[config.mk]
export PLATFORM = sky130hd
export DESIGN_NAME = decimal_digit_multiplier_core
export DESIGN_NICKNAME = d
export VERILOG_FILES = /design/src/rtl/core/ddm_pkg.sv /design/src/rtl/core/decimal_digit_multiplier_core.sv /design/src/rtl/core/ddm_front.sv /design/src/rtl/core/ddm_queue.sv /design/src/rtl/core/ddm_back.sv
export SDC_FILE = /design/constraint.sdc
export NUM_CORES = 1
export LEC_CHECK = 0
export ABC_CLOCK_PERIOD_IN_PS = 21900
export BUFFER_PORTS_ARGS = -buffer_cell sky130_fd_sc_hd__clkbuf_2
export CORE_ASPECT_RATIO = 0.9
export CORE_MARGIN = 1.5
export CORE_UTILIZATION = 26
export CTS_CLUSTER_DIAMETER = 60
export CTS_CLUSTER_SIZE = 24
export DETAILED_ROUTE_END_ITERATION = 16
export PLACE_DENSITY = 0.43
export RECOVER_POWER = 25
export REMOVE_ABC_BUFFERS = 1
export SETUP_SLACK_MARGIN = 0.4
export SYNTH_ARGS = -nofsm -noshare
export SYNTH_HDL_FRONTEND = slang
export SYNTH_SLANG_ARGS = --single-unit
[constraint.sdc]
create_clock -name aclk -period 21.9 [get_ports aclk]
set_clock_uncertainty 0.2 [all_clocks]
set_input_delay 3.285 -clock aclk [delete_from_list [all_inputs] [get_ports aclk]]
set_output_delay 3.285 -clock aclk [all_outputs]
set_load 0.1 [all_outputs]
[src/rtl/core/ddm_pkg.sv]
// Shared types, sizes and codes of the decimal digit multiplier.
// No dependencies; every other file in rtl/core imports this package.
package ddm_pkg;

    localparam int MAX_DIGITS  = 16;
    localparam int DIGIT_W     = 4;
    localparam logic [DIGIT_W-1:0] DIGIT_MAX = 4'd9;

    // Pair count 0..MAX_DIGITS, operand index, product index and 0..2n positions
    localparam int CNT_W       = $clog2(MAX_DIGITS + 1);
    localparam int IDX_W       = (MAX_DIGITS > 1) ? $clog2(MAX_DIGITS) : 1;
    localparam int PROD_DIGITS = 2 * MAX_DIGITS;
    localparam int PIDX_W      = $clog2(PROD_DIGITS);
    localparam int POS_W       = PIDX_W + 1;

    // Column sum plus carry stays below 90 per digit of the operands
    localparam int ACC_W       = $clog2(90 * MAX_DIGITS + 1);

    // floor(s / 10) = (s * RECIP) >> RECIP_SH, exact for s below 16384
    localparam int RECIP_SH    = 16;
    localparam int RECIP       = 6554;

    // Queue between front and back
    localparam int QDEPTH      = 4;
    localparam int QPTR_W      = $clog2(QDEPTH);
    localparam int QLVL_W      = $clog2(QDEPTH + 1);

    typedef struct packed {
        logic [DIGIT_W-1:0] digit_a;
        logic [DIGIT_W-1:0] digit_b;
        logic               last_digit;
    } in_beat_t;

    typedef struct packed {
        logic [DIGIT_W-1:0] product_digit;
        logic               last_out;
        logic               input_error;
    } out_beat_t;

    // One classified pair: digits already cleaned, keep = room to store it
    typedef struct packed {
        logic [DIGIT_W-1:0] digit_a;
        logic [DIGIT_W-1:0] digit_b;
        logic               last;
        logic               keep;
        logic               err;
    } q_entry_t;

    typedef struct packed {
        logic              full;
        logic              empty;
        logic [QLVL_W-1:0] level;
    } q_stat_t;

    typedef enum logic [3:0] {
        ST_LOAD = 4'b0001,
        ST_MAC  = 4'b0010,
        ST_COL  = 4'b0100,
        ST_EMIT = 4'b1000
    } back_state_t;

endpackage

[src/rtl/core/decimal_digit_multiplier_core.sv]
// Top level of the decimal digit multiplier: front, pair queue and back.
// Depends on ddm_pkg, ddm_front, ddm_queue and ddm_back.
//
//   channel | ports                      | beat
//   --------+----------------------------+---------------------------------------
//   input   | s_valid, s_ready, s_data   | digit_a, digit_b, last_digit
//   result  | m_valid, m_ready, m_data   | product_digit, last_out, input_error
//
// Pairs are taken one per cycle while the 4-entry queue has room.
// A run of n pairs is multiplied one term at a time in the back end's single 4x4
// multiplier, a column step per product digit, then emits 2n digits, one per beat.
// Reset is synchronous and clears control state only; no clearing pass is needed.
// A stalled result holds in the output register; the front keeps filling the queue.
module decimal_digit_multiplier_core import ddm_pkg::*; (
    input  logic      aclk,
    input  logic      aresetn,
    input  logic      s_valid,
    output logic      s_ready,
    input  in_beat_t  s_data,
    output logic      m_valid,
    input  logic      m_ready,
    output out_beat_t m_data
);

    q_stat_t  q_stat;
    q_entry_t q_entry;
    q_entry_t q_head;
    logic     q_push;
    logic     q_pop;

    ddm_front u_front (
        .aclk    (aclk),
        .aresetn (aresetn),
        .s_valid (s_valid),
        .s_ready (s_ready),
        .s_data  (s_data),
        .q_stat  (q_stat),
        .q_push  (q_push),
        .q_entry (q_entry)
    );

    ddm_queue u_queue (
        .aclk       (aclk),
        .aresetn    (aresetn),
        .push       (q_push),
        .push_entry (q_entry),
        .pop        (q_pop),
        .head       (q_head),
        .stat       (q_stat)
    );

    ddm_back u_back (
        .aclk    (aclk),
        .aresetn (aresetn),
        .q_head  (q_head),
        .q_stat  (q_stat),
        .q_pop   (q_pop),
        .m_valid (m_valid),
        .m_ready (m_ready),
        .m_data  (m_data)
    );

`ifndef SYNTH
    a_digit_decimal: assert property (@(posedge aclk) disable iff (!aresetn)
        m_valid |-> (m_data.product_digit <= DIGIT_MAX))
        else $error("product digit above nine");

    a_push_room: assert property (@(posedge aclk) disable iff (!aresetn)
        q_push |-> !q_stat.full)
        else $error("push into full queue");

    a_pop_data: assert property (@(posedge aclk) disable iff (!aresetn)
        q_pop |-> !q_stat.empty)
        else $error("pop from empty queue");
`endif

endmodule

[src/rtl/core/ddm_front.sv]
// Front end: accepts digit pair beats, cleans and classifies them, pushes to the queue.
// Depends on ddm_pkg.
module ddm_front import ddm_pkg::*; (
    input  logic     aclk,
    input  logic     aresetn,
    input  logic     s_valid,
    output logic     s_ready,
    input  in_beat_t s_data,
    input  q_stat_t  q_stat,
    output logic     q_push,
    output q_entry_t q_entry
);

    logic [CNT_W-1:0] cnt_reg, cnt_next;
    logic             bad_a, bad_b, run_full;

    assign s_ready  = !q_stat.full;
    assign q_push   = s_valid && s_ready;

    assign bad_a    = s_data.digit_a > DIGIT_MAX;
    assign bad_b    = s_data.digit_b > DIGIT_MAX;
    assign run_full = cnt_reg == CNT_W'(MAX_DIGITS);

    always_comb begin
        q_entry.digit_a = bad_a ? '0 : s_data.digit_a;
        q_entry.digit_b = bad_b ? '0 : s_data.digit_b;
        q_entry.last    = s_data.last_digit;
        q_entry.keep    = !run_full;
        q_entry.err     = bad_a || bad_b || run_full;
    end

    always_comb begin
        cnt_next = cnt_reg;
        if (q_push) begin
            if (s_data.last_digit) begin
                cnt_next = '0;
            end else if (!run_full) begin
                cnt_next = cnt_reg + CNT_W'(1);
            end
        end
    end

    always_ff @(posedge aclk) begin
        if (!aresetn) begin
            cnt_reg <= '0;
        end else begin
            cnt_reg <= cnt_next;
        end
    end

endmodule

[src/rtl/core/ddm_queue.sv]
// Short FIFO of classified pairs between front and back.
// Depends on ddm_pkg.
module ddm_queue import ddm_pkg::*; (
    input  logic     aclk,
    input  logic     aresetn,
    input  logic     push,
    input  q_entry_t push_entry,
    input  logic     pop,
    output q_entry_t head,
    output q_stat_t  stat
);

    q_entry_t          mem_reg [QDEPTH];
    logic [QPTR_W-1:0] wr_ptr_reg, wr_ptr_next;
    logic [QPTR_W-1:0] rd_ptr_reg, rd_ptr_next;
    logic [QLVL_W-1:0] level_reg, level_next;
    logic              do_push, do_pop;

    assign stat.full  = level_reg == QLVL_W'(QDEPTH);
    assign stat.empty = level_reg == '0;
    assign stat.level = level_reg;
    assign head       = mem_reg[rd_ptr_reg];

    assign do_push = push && !stat.full;
    assign do_pop  = pop && !stat.empty;

    always_comb begin
        wr_ptr_next = do_push ? wr_ptr_reg + QPTR_W'(1) : wr_ptr_reg;
        rd_ptr_next = do_pop ? rd_ptr_reg + QPTR_W'(1) : rd_ptr_reg;
        level_next  = level_reg;
        if (do_push && !do_pop) begin
            level_next = level_reg + QLVL_W'(1);
        end else if (do_pop && !do_push) begin
            level_next = level_reg - QLVL_W'(1);
        end
    end

    always_ff @(posedge aclk) begin
        if (do_push) begin
            mem_reg[wr_ptr_reg] <= push_entry;
        end
    end

    always_ff @(posedge aclk) begin
        if (!aresetn) begin
            wr_ptr_reg <= '0;
            rd_ptr_reg <= '0;
            level_reg  <= '0;
        end else begin
            wr_ptr_reg <= wr_ptr_next;
            rd_ptr_reg <= rd_ptr_next;
            level_reg  <= level_next;
        end
    end

endmodule

[src/rtl/core/ddm_back.sv]
// Back end: stores operand digits, runs the column-wise multiply-accumulate,
// and drives the product digit beats through an output register. Depends on ddm_pkg.
module ddm_back import ddm_pkg::*; (
    input  logic      aclk,
    input  logic      aresetn,
    input  q_entry_t  q_head,
    input  q_stat_t   q_stat,
    output logic      q_pop,
    output logic      m_valid,
    input  logic      m_ready,
    output out_beat_t m_data
);

    logic [DIGIT_W-1:0] a_mem [MAX_DIGITS];
    logic [DIGIT_W-1:0] b_mem [MAX_DIGITS];
    logic [DIGIT_W-1:0] prod_mem [PROD_DIGITS];

    back_state_t      state_reg, state_next;
    logic [CNT_W-1:0] cnt_reg, cnt_next;
    logic [CNT_W-1:0] n_reg, n_next;
    logic             err_reg, err_next;
    logic [POS_W-1:0] k_reg, k_next;
    logic [POS_W-1:0] p_reg, p_next;
    logic [POS_W-1:0] ptr_reg, ptr_next;
    logic [ACC_W-1:0] acc_reg, acc_next;
    logic [ACC_W-1:0] carry_reg, carry_next;
    logic             m_valid_reg, m_valid_next;
    out_beat_t        m_data_reg, m_data_next;

    logic                    store_en, prod_we, emit_last, out_free;
    logic [POS_W-1:0]        n_ext, total, k_inc, hi_k, lo_k1, hi_k1, a_pos, b_pos, w_pos;
    logic [2*DIGIT_W-1:0]    mac_prod;
    logic [ACC_W-1:0]        col_sum, quo, rem;
    logic [ACC_W+RECIP_SH-1:0] scaled;

    // Lowest and highest less-significant index p of column k with p + q = k
    function automatic logic [POS_W-1:0] col_lo(logic [POS_W-1:0] k, logic [POS_W-1:0] n);
        col_lo = (k >= n) ? k - n + POS_W'(1) : '0;
    endfunction

    function automatic logic [POS_W-1:0] col_hi(logic [POS_W-1:0] k, logic [POS_W-1:0] n);
        col_hi = (k < n) ? k : n - POS_W'(1);
    endfunction

    assign n_ext = POS_W'(n_reg);
    assign total = n_ext << 1;
    assign k_inc = k_reg + POS_W'(1);
    assign hi_k  = col_hi(k_reg, n_ext);
    assign lo_k1 = col_lo(k_inc, n_ext);
    assign hi_k1 = col_hi(k_inc, n_ext);

    // Operand stores hold most significant digit first
    assign a_pos    = n_ext - POS_W'(1) - p_reg;
    assign b_pos    = n_ext - POS_W'(1) - (k_reg - p_reg);
    assign mac_prod = a_mem[a_pos[IDX_W-1:0]] * b_mem[b_pos[IDX_W-1:0]];

    // Column digit and carry: divide by ten through the reciprocal
    assign col_sum = acc_reg + carry_reg;
    assign scaled  = (ACC_W+RECIP_SH)'(col_sum) * (ACC_W+RECIP_SH)'(RECIP);
    assign quo     = scaled[ACC_W+RECIP_SH-1:RECIP_SH];
    assign rem     = col_sum - ((quo << 3) + (quo << 1));
    assign w_pos   = total - POS_W'(1) - k_reg;

    assign store_en  = (state_reg == ST_LOAD) && !q_stat.empty && q_head.keep
                       && (cnt_reg < CNT_W'(MAX_DIGITS));
    assign prod_we   = state_reg == ST_COL;
    assign out_free  = !m_valid_reg || m_ready;
    assign emit_last = ptr_reg == total - POS_W'(1);

    assign q_pop   = (state_reg == ST_LOAD) && !q_stat.empty;
    assign m_valid = m_valid_reg;
    assign m_data  = m_data_reg;

    always_comb begin
        state_next   = state_reg;
        cnt_next     = cnt_reg;
        n_next       = n_reg;
        err_next     = err_reg;
        k_next       = k_reg;
        p_next       = p_reg;
        ptr_next     = ptr_reg;
        acc_next     = acc_reg;
        carry_next   = carry_reg;
        m_valid_next = m_valid_reg && !m_ready;
        m_data_next  = m_data_reg;

        case (state_reg)
            ST_LOAD: begin
                if (q_pop) begin
                    if (store_en) begin
                        cnt_next = cnt_reg + CNT_W'(1);
                    end
                    err_next = err_reg || q_head.err;
                    if (q_head.last) begin
                        n_next     = cnt_next;
                        k_next     = '0;
                        p_next     = '0;
                        acc_next   = '0;
                        carry_next = '0;
                        state_next = ST_MAC;
                    end
                end
            end
            ST_MAC: begin
                acc_next = acc_reg + ACC_W'(mac_prod);
                if (p_reg == hi_k) begin
                    state_next = ST_COL;
                end else begin
                    p_next = p_reg + POS_W'(1);
                end
            end
            ST_COL: begin
                carry_next = quo;
                acc_next   = '0;
                if (k_reg == total - POS_W'(1)) begin
                    ptr_next   = '0;
                    state_next = ST_EMIT;
                end else begin
                    k_next = k_inc;
                    p_next = lo_k1;
                    // top column has no terms: go straight to its digit
                    state_next = (lo_k1 > hi_k1) ? ST_COL : ST_MAC;
                end
            end
            ST_EMIT: begin
                if (out_free) begin
                    m_valid_next              = 1'b1;
                    m_data_next.product_digit = prod_mem[ptr_reg[PIDX_W-1:0]];
                    m_data_next.last_out      = emit_last;
                    m_data_next.input_error   = err_reg;
                    ptr_next                  = ptr_reg + POS_W'(1);
                    if (emit_last) begin
                        cnt_next   = '0;
                        err_next   = 1'b0;
                        state_next = ST_LOAD;
                    end
                end
            end
            default: begin
                state_next = ST_LOAD;
            end
        endcase
    end

    always_ff @(posedge aclk) begin
        if (store_en) begin
            a_mem[cnt_reg[IDX_W-1:0]] <= q_head.digit_a;
            b_mem[cnt_reg[IDX_W-1:0]] <= q_head.digit_b;
        end
        if (prod_we) begin
            prod_mem[w_pos[PIDX_W-1:0]] <= rem[DIGIT_W-1:0];
        end
    end

    always_ff @(posedge aclk) begin
        n_reg      <= n_next;
        k_reg      <= k_next;
        p_reg      <= p_next;
        ptr_reg    <= ptr_next;
        acc_reg    <= acc_next;
        carry_reg  <= carry_next;
        m_data_reg <= m_data_next;
    end

    always_ff @(posedge aclk) begin
        if (!aresetn) begin
            state_reg   <= ST_LOAD;
            cnt_reg     <= '0;
            err_reg     <= 1'b0;
            m_valid_reg <= 1'b0;
        end else begin
            state_reg   <= state_next;
            cnt_reg     <= cnt_next;
            err_reg     <= err_next;
            m_valid_reg <= m_valid_next;
        end
    end

endmodule

==> metrics list <==
* Required time of the worst setup path: between 20 and 25 ns
- Clock period minus worst slack: 7.85 ns
- Compared with the post-synthesis result, the final layout area differs by 11.6%.
- The tree is rooted in a clkbuf_16.
- After Yosys synthesis, and, or, nand and nor cells account for under 10% of the synthesized area.
- First-pass iteration count of the detailed router: 5
* Total count of hold-check failures in the final report: 0
* Critical path launch point: u_back.n_reg[0]
- Summing the areas of all xor and xnor instances in the mapped netlist gives 4.04% of the synthesized area.
- DRC: 0
- In this run the worst path has a maximum fanout of 16.
- Summing the areas of all compound-gate instances in the mapped netlist gives 4.80% of the synthesized area.
- Across all layers, the routed design uses 10.7k vias.
* Routed WL: approximately 44000 um
- Initial standard-cell utilization of the core: 26.3%
* Max_cap viols: 2
- Result of the run: complete, but fails checks
- 21 I/O pins were placed.
* Type of the most critical hold path: reg -> reg
* Worst-path cell with the longest stage delay: fa_1
* Synthesized instance count: 1352
- In the synthesized netlist, mux cells make up 11.3% of the area.
- The net count of the finished layout is 1583.
- In this run the number of H-tree levels came out at 1.
- RD Place Congestion: 0.793
* Clock transition time at the flip-flop clock pins of the worst setup and hold paths: around 0.09 ns
* Data arrival time of the critical path: 7.98 ns
* Failing checks: capacitance limit, slew limit
* Top cell family by delay on the critical path: adder cells
* Crit start category: flip-flop
- All-layer global routing usage: between 10% and 20%
- Post-DR wirelength/cell: 18.4 um
- In the finished design, the share of the clock period the worst path needs comes to a little over a third.
* Main synth FF type: edfxtp_1
* Iteration-0 DRC Markers: 628
- Largest incremental delay on the critical path: approximately 1.2 ns
* Adder-Cell Fraction of Synth Area: 13.8%
- The clock reaches the later pin of the worst-skew pair after approximately 0.60 ns.
- Buffers inserted to repair hold after CTS numbered 0.
- Worst path bufs/invs: 4
- For the final routed database, the setup TNS stands at 0 ns.
- For this run the aggregate overflow at the end of global routing stands at 0.
- Yosys reg bits: between 300 and 400
- Via-to-Cell Ratio: around 4.5
* Setup repair after global routing missed its margin: no
* Cts bufs inserted: 28
* Layout cells sized above 1: 14.5%
- Die footprint: between 0.07 and 0.08 mm2
- The die is 293 um wide.
- Counting along the longest clock path gives a buffer depth of 3.
* Initial antenna violation count: 1
- Average cell area after synthesis: 14.6 um2
- Summed over all nets, the half-perimeter wirelength after detailed placement is 31400 um.
- Ordered list of cells on the worst path: inv_1 -> ha_1 -> inv_1 -> fa_1 -> inv_1 -> fa_1 -> mux4_2 -> mux2i_1 -> mux2i_1 -> nand2b_1 -> fa_1 -> fa_1 -> fa_1 -> inv_1 -> ha_1 -> a21oi_1 -> o21bai_1 -> a2111o_1 -> a32oi_1 -> xor2_1 -> nor2_1
- The final-report max-slew violation count is 75.
- Beginning of the worst register-to-register path: u_back.n_reg[0]
- Die H: around 260 um
- Maximum number of pins on one net before global-route repair: 38
- First-pass GRT wire length: ~69000 um
- The top cell types in the final layout, fill and taps aside, are 348 x edfxtp_1, 140 x ha_1, 133 x inv_1.
- The synthesized design contains 348 enable-type register cells.
* Count of endpoints failing setup in the final report: 0
* Transition at the pin with the smallest max-transition slack: 3.13 ns
- STA classifies the critical path endpoint as a flip-flop.
- Max frequency: 127 MHz
- Kind of critical path: reg -> reg
- TritonCTS built the clock tree.
- Number of nets still failing antenna checks after routing: 0
* FFs w/ async S/R, synth: 0%
- CP most frequent cell: fa_1
- Cell variety after synth: 71
- Row generation in the floorplan step produced 95 rows.
- By area, the combinational part of the netlist is dominated by adder cells.
- Synth Cell Area: between 0.015 and 0.02 mm2
* Resize count post-CTS: 0
- I/O Buffers: 20
- Sequential cell area fraction in the yosys report: between 50 and 60%
* Slew headroom: -109%
- Antenna diode count: 0
- For this run, the share of the core covered by cells in the final layout is just under 30%.
- The register with the most flip-flops in the layout has between 100 and 150 of them.
* Worst Hold Launch: u_back.err_reg
- CTS sink count: 373
- Number of buffers added for setup after CTS: 0
- After floorplanning, the core was sized to cover 0.0749 mm2.
- For this run, the number of Yosys warnings is 0.
- Leaving out fill and tap cells, the most frequent cell in the layout is edfxtp_1.
- The number of global-route vias before repair is 11.3k.
[cell type report]
class	instances	area, um2
Sequential cell	373	11000
Clock buffer	28	701
Tap cell	970	1210
Clock inverter	24	280
Inverter	136	510
Fill cell	7582	52900
Multi-Input combinational cell	810	8150
Timing Repair Buffer	33	186
[synth_stat cells (all sizes together) (12+ instances only)]
library cell	n	area share (%)
mux4	83	9.5
xor2	37	1.9
nor2b	20	0.64
buf	17	0.40
clkbuf	16	0.30
inv	136	2.6
dfxtp	25	2.5
xnor2	41	2.1
edfxtp	348	53
nand3	23	0.58
mux2	12	0.69
nor2	110	2.1
fa	48	4.9
a21oi	33	0.88
mux2i	23	1.2
nand2	48	0.91
ha	140	8.9
o21ai	29	0.76
and2	20	0.64
[cell families (layout without fill, tap and decap cells)]
| kind of cell | count (synthesis) | after routing |
|---|---|---|
| compound gates | 138 | 138 |
| simple gates | 287 | 287 |
| flops | 373 | 373 |
| buf+inv | 169 | 221 |
| xor+xnor | 79 | 79 |
| fa+ha+maj | 188 | 188 |
| mux | 118 | 118 |
[per-layer routing]
metal	global-route usage (%)	vias to the layer above	wire length [um]
li1	-	5055	-
met1	16.4	5437	21600
met5	0	-	12
met4	2.06	2	671
met3	1.89	41	1450
met2	18.5	146	19900
[worst paths after layout]
check | end | slack (ns) | cells after the start
max | u_back.acc_reg[10] | 14.05 | 21
min | u_back.m_data[0] | 0.25 | 0
max reg2reg | u_back.acc_reg[10] | 14.05 | 21
min reg2reg | u_back.m_data[0] | 0.25 | 0
[through the flow]
step | worst slack (ns) | cells | instance area (um2) | hold WS, ns
6_report | 14.05 | 2374 | 22000 | 0.245
5_1_grt | 13.62 | 2374 | 22000 | 0.271
4_1_cts | 14.02 | 2374 | 22000 | 0.249
3_5_place_dp | 14.03 | 2322 | 21000 | 0.227
3_3_place_gp | 14.21 | 2322 | 21000 | 0.223
2_1_floorplan | 14.35 | 1319 | 19600 | 0.209
Power is not shown: default switching activity piles up to over one toggle a cycle in this logic, so the estimate is an artifact.
